--- config.mk ---
export PLATFORM = sky130hd
export DESIGN_NAME = stft_mac
export DESIGN_NICKNAME = d
export VERILOG_FILES = /design/src/stft_pkg.sv /design/src/stft_mac.sv
export SDC_FILE = /design/constraint.sdc
export NUM_CORES = 1
export LEC_CHECK = 0
export BUFFER_PORTS_ARGS = -buffer_cell sky130_fd_sc_hd__buf_4
export CAP_MARGIN = 25
export CORE_ASPECT_RATIO = 1.4
export CORE_UTILIZATION = 40
export CTS_BUF_LIST = sky130_fd_sc_hd__clkbuf_8 sky130_fd_sc_hd__clkbuf_16
export CTS_CLUSTER_SIZE = 28
export DETAILED_ROUTE_END_ITERATION = 6
export GPL_TIMING_DRIVEN = 0
export SLEW_MARGIN = 20
export SYNTH_ARGS = -nofsm -noshare
export SYNTH_HDL_FRONTEND = slang
export SYNTH_SLANG_ARGS = --single-unit
--- constraint.sdc ---
create_clock -name clock -period 8 [get_ports clock]
set_input_delay 0.8 -clock clock [delete_from_list [all_inputs] [get_ports clock]]
set_output_delay 0.8 -clock clock [all_outputs]
set_load 0.005 [all_outputs]
--- src/stft_pkg.sv ---
// shared types, constants and rom functions for the stft analysis block
package stft_pkg;

   localparam int SAMPLE_W = 16;
   localparam int BIN_W    = 24;
   localparam int IDX_W    = 6;
   localparam int COEF_W   = 18;
   localparam int PROD_W   = BIN_W + COEF_W;
   localparam int ACC_W    = PROD_W + 1;
   localparam int RND_W    = ACC_W - 16;
   localparam int SUM_W    = RND_W + 1;

   typedef enum logic [1:0] {
      MAC_HOLD,
      MAC_SET,
      MAC_ADD,
      MAC_SUB
   } mac_op_type;

   typedef struct packed {
      mac_op_type               op;
      logic signed [BIN_W-1:0]  op_a;
      logic signed [COEF_W-1:0] op_b;
   } mac_ctl_type;

   localparam logic signed [COEF_W-1:0] QCOS [0:16] = '{
      18'sd65536, 18'sd65220, 18'sd64277, 18'sd62714, 18'sd60547, 18'sd57798,
      18'sd54491, 18'sd50660, 18'sd46341, 18'sd41576, 18'sd36410, 18'sd30893,
      18'sd25080, 18'sd19024, 18'sd12785, 18'sd6424,  18'sd0
   };

   function automatic logic signed [COEF_W-1:0] rom_cos(input logic [IDX_W-1:0] q);
      logic [IDX_W-1:0]         k;
      logic                     neg;
      logic signed [COEF_W-1:0] r;
      if (q <= 6'd16) begin
         k = q;
         neg = 1'b0;
      end else if (q <= 6'd32) begin
         k = 6'd32 - q;
         neg = 1'b1;
      end else if (q <= 6'd48) begin
         k = q - 6'd32;
         neg = 1'b1;
      end else begin
         k = 6'(7'd64 - 7'(q));
         neg = 1'b0;
      end
      r = QCOS[k[4:0]];
      return neg ? -r : r;
   endfunction

   function automatic logic signed [COEF_W-1:0] rom_sin(input logic [IDX_W-1:0] q);
      return rom_cos(q + 6'd48);
   endfunction

   function automatic logic [15:0] hann_w(input logic [IDX_W-1:0] q);
      logic signed [18:0] t;
      t = 19'sd65537 - 19'(rom_cos(q));
      t = t >>> 1;
      if (t > 19'sd65535) return 16'hFFFF;
      return t[15:0];
   endfunction

   function automatic logic signed [BIN_W-1:0] sat24(input logic signed [SUM_W-1:0] v);
      if (v > SUM_W'(24'sh7FFFFF)) return 24'sh7FFFFF;
      if (v < -SUM_W'(25'sd8388608)) return 24'sh800000;
      return v[BIN_W-1:0];
   endfunction

endpackage

--- src/stft_mac.sv ---
// shared multiply accumulate unit with registered product and q16 rounding
module stft_mac (
   input  logic                             clock,
   input  stft_pkg::mac_ctl_type            ctl,
   output logic signed [stft_pkg::RND_W-1:0] rnd
);
   import stft_pkg::*;

   logic signed [PROD_W-1:0] prod_ff, prod_in;
   logic signed [ACC_W-1:0]  acc_ff, acc_in;
   logic signed [ACC_W-1:0]  acc_bias;

   always_comb begin
      prod_in = PROD_W'(ctl.op_a) * PROD_W'(ctl.op_b);
      unique case (ctl.op)
         MAC_SET: acc_in = ACC_W'(prod_ff);
         MAC_ADD: acc_in = acc_ff + ACC_W'(prod_ff);
         MAC_SUB: acc_in = acc_ff - ACC_W'(prod_ff);
         default: acc_in = acc_ff;
      endcase
      acc_bias = acc_ff + ACC_W'(32768);
      rnd = $signed(acc_bias[ACC_W-1:16]);
   end

   always_ff @(posedge clock) begin
      prod_ff <= prod_in;
      acc_ff  <= acc_in;
   end

endmodule

==> reports/qor.tcl <==
set qor(final-max-slew-violation-count) 0
set qor(first_pass_iters) 5
set qor(yosysWarningCount) 0
set qor(final-hold-violation-count) 0
set qor(synth_cell_type_count) 74
set qor(rsz0062_at_grt) {false}
set qor(yosys.area.top_type) {sky130_fd_sc_hd__fa_1}
set qor(viasPerCell) 5.304
set qor(syn_area_per_cell_um2) 8.814
set qor(finalCoreUtilization_pct) 43.71
set qor(critPathCaptureType) {flop}
set qor(drt-total-wl_um) 66710
set qor(number_of_cell_rows) 101
set qor(skew_ps) 13.31
set qor(synth_top_cells_by_area) {sky130_fd_sc_hd__fa_1 (39%), sky130_fd_sc_hd__inv_1 (9.0%), sky130_fd_sc_hd__ha_1 (8.4%)}
set qor(cts.reportedPaths.clkPinSlew_ps) 80
set qor(cp.required_ps) 8240
set qor(setup_tns_ps) 0
set qor(drv_cap) 0
set qor(holdCritPathClass) {reg -> reg}
set qor(groute.usage.overall_pct) 24.50
set qor(start_util_pct) 40.65
set qor(design.final.nets) 3204
set qor(ys_seq_elements) 85
set qor(insertion_delay_ps) 360
set qor(synthesis.nets) 3132
set qor(antenna_left) 0
set qor(syn-instance-count) 2512
set qor(drive_gt1_share_pct) 5.948
set qor(cts-hold-fix-buffers) 0
set qor(mappedNetlistArea_um2) 22140
set qor(critPathKind) {in -> reg}
set qor(resized_after_cts) 0
set qor(synth_async_sr_flop_share_pct) 0
set qor(preCtsSetupSlack_ps) 3.441
set qor(start_kind) {input port}
set qor(cts.repair_timing.setup_buffer_count) 0
set qor(via_count_of_the_first_global_routing_pass) 19200
set qor(crit_path_max_fanout) 10
set qor(grt_pass1_wl_um) 105100
set qor(maximum_number_of_pins_on_one_net_before_global_route_repair) 44
set qor(die_w_um) 200.8
set qor(total_via_count_in_the_routed_design) 17570
set qor(cts_buffers) 9
set qor(top_flip_flop_cell_by_instance_count_after_synthesis) {sky130_fd_sc_hd__edfxtp_1}
set qor(remaining_drc_errors) 0
set qor(avgRoutedWirePerCell_um) 20.14
set qor(setup_viol) 0
set qor(outcome) {complete, no violations}
set qor(gr-total-overflow) 0
set qor(slew-limit-headroom_pct) 41.83
set qor(final_min_period_over_clock_period_pct) 96.71
set qor(cts.sink_count) 85
set qor(gp_routability_congestion) 0.9306
set qor(most_used_cells_in_the_layout_excluding_fill_and_tap_cells) {sky130_fd_sc_hd__inv_1 (528), sky130_fd_sc_hd__fa_1 (426), sky130_fd_sc_hd__nand2_1 (335)}
set qor(floorplan.core_area_um2) 54470
set qor(layoutNonFillerInstCount) 3313
set qor(leading_cell_type_in_the_layout_fill_and_taps_excluded) {sky130_fd_sc_hd__inv_1}
set qor(tightestPinTransition_ps) 870.4
set qor(pin_count) 72
set qor(maxClockFrequency_mhz) 129.3
set qor(antenna_violations_before_repair) 1
set qor(io_buffers) 61
set qor(clockBufferDepth) 2
set qor(cts_tree) {done}
set qor(final.setup.worst_slack_ps) 263.6
set qor(y_dimension_of_the_die_um) 280.4
set qor(htreeDepth) 3
set qor(number_of_enable_flip_flop_cells_after_synthesis) 43
set qor(numPlacedInstances) 3294
set qor(synth_seq_area_share_pct) 9.629
set qor(layout_min_cycle_time_ps) 7736
set qor(dp.final_hpwl_um) 56230
set qor(clockRootBuffer) {sky130_fd_sc_hd__clkbuf_16}
set qor(synth.top_cell.area_share_pct) 38.52
set qor(area_of_the_die_um2) 56310
set qor(drt_iter0_markers) 1017
set qor(syn2layout_area_growth_pct) 7.522
set qor(cp.arrival_ps) 7980
==> area by class of cell <==
| cell class | instances | area [µm²] |
|---|---|---|
| flip-flops and latches | 85 | 2132 |
| plain buffers | 131 | 598.1 |
| well taps | 721 | 902.1 |
| fillers | 5401 | 30660 |
| repair buffers | 61 | 457.9 |
| multi-input cells | 1767 | 17430 |
| inverters | 529 | 1986 |
| clock buffers | 9 | 225.2 |
| diodes | 3 | 7.507 |
| clock inverters | 7 | 70.07 |
==> Yosys cell counts (all sizes together), types with 4 or more instances <==
master,instances
a211oi,11
a21o,51
a21oi,85
a31o,4
a31oi,12
and2,150
and3,13
and4,5
buf,34
clkbuf,97
dfxtp,42
edfxtp,43
fa,426
ha,149
inv,528
mux2,29
mux2i,6
nand2,335
nand2b,19
nand3,29
nand4,27
nor2,75
nor2b,10
nor3,25
nor3b,5
nor4,5
o211ai,9
o21a,6
o21ai,56
o21bai,15
o31ai,12
o41ai,5
or2,6
or3,12
or4,4
xnor2,96
xor2,43
==> critical path, stage by stage <==
cell and delay (ps):
sky130_fd_sc_hd__clkbuf_1 430, sky130_fd_sc_hd__clkbuf_1 640, sky130_fd_sc_hd__nand2_1 210, sky130_fd_sc_hd__fa_1 550, sky130_fd_sc_hd__fa_1 600, sky130_fd_sc_hd__fa_1 470, sky130_fd_sc_hd__fa_1 560, sky130_fd_sc_hd__inv_1 60
sky130_fd_sc_hd__fa_1 480, sky130_fd_sc_hd__inv_1 50, sky130_fd_sc_hd__fa_1 480, sky130_fd_sc_hd__inv_1 50, sky130_fd_sc_hd__ha_1 400, sky130_fd_sc_hd__nand4_1 170, sky130_fd_sc_hd__nor2_1 120, sky130_fd_sc_hd__a21oi_1 140
sky130_fd_sc_hd__a2111oi_1 790, sky130_fd_sc_hd__o21ai_1 240, sky130_fd_sc_hd__o31ai_1 410, sky130_fd_sc_hd__a31oi_1 160, sky130_fd_sc_hd__xnor2_1 150
==> registers in the layout (all words and copies together), names as in the netlist <==
signal   cells
acc_ff      43
prod_ff     42
==> per-layer routing <==
layer  share of wire [%]  GRT usage (%)
met5                   0              0
met4                 7.4          15.76
met3                 4.7          2.184
met2                  51          44.73
met1                  37          27.32
==> cell families after synthesis <==
group / Yosys count / synth area share (%)
flip-flops: 85 / 9.629
buffers and inverters: 660 / 11.67
AO/OA/AOI/OAI: 292 / 8.539
AND/OR/NAND/NOR: 726 / 15.98
multiplexers: 35 / 1.746
XOR/XNOR: 139 / 5.498
adder cells (fa/ha/maj): 575 / 46.94
==> per-stage QoR <==
| stage | hold slack [ps] | area, µm² |
|---|---|---|
| 4_1_cts | 647.6 | 23800 |
| 3_5_place_dp | 631.0 | 23500 |
| 5_1_grt | 659.1 | 23800 |
| 6_report | 652.7 | 23810 |
| 3_3_place_gp | 610.2 | 23500 |
| 2_1_floorplan | 571.3 | 22140 |
==> final timing paths <==
| check | from | to | slack (ps) | depth (start not counted) |
|---|---|---|---|---|
| hold reg to reg | prod_ff[5] | acc_ff[5] | 650 | 1 |
| setup / recovery | ctl[28] | prod_ff[30] | 260 | 21 |
| setup reg to reg | prod_ff[4] | acc_ff[39] | 2830 | 16 |
| hold / removal | prod_ff[5] | acc_ff[5] | 650 | 1 |
Power is not shown: default switching activity piles up to over one toggle a cycle in this logic, so the estimate is an artifact.
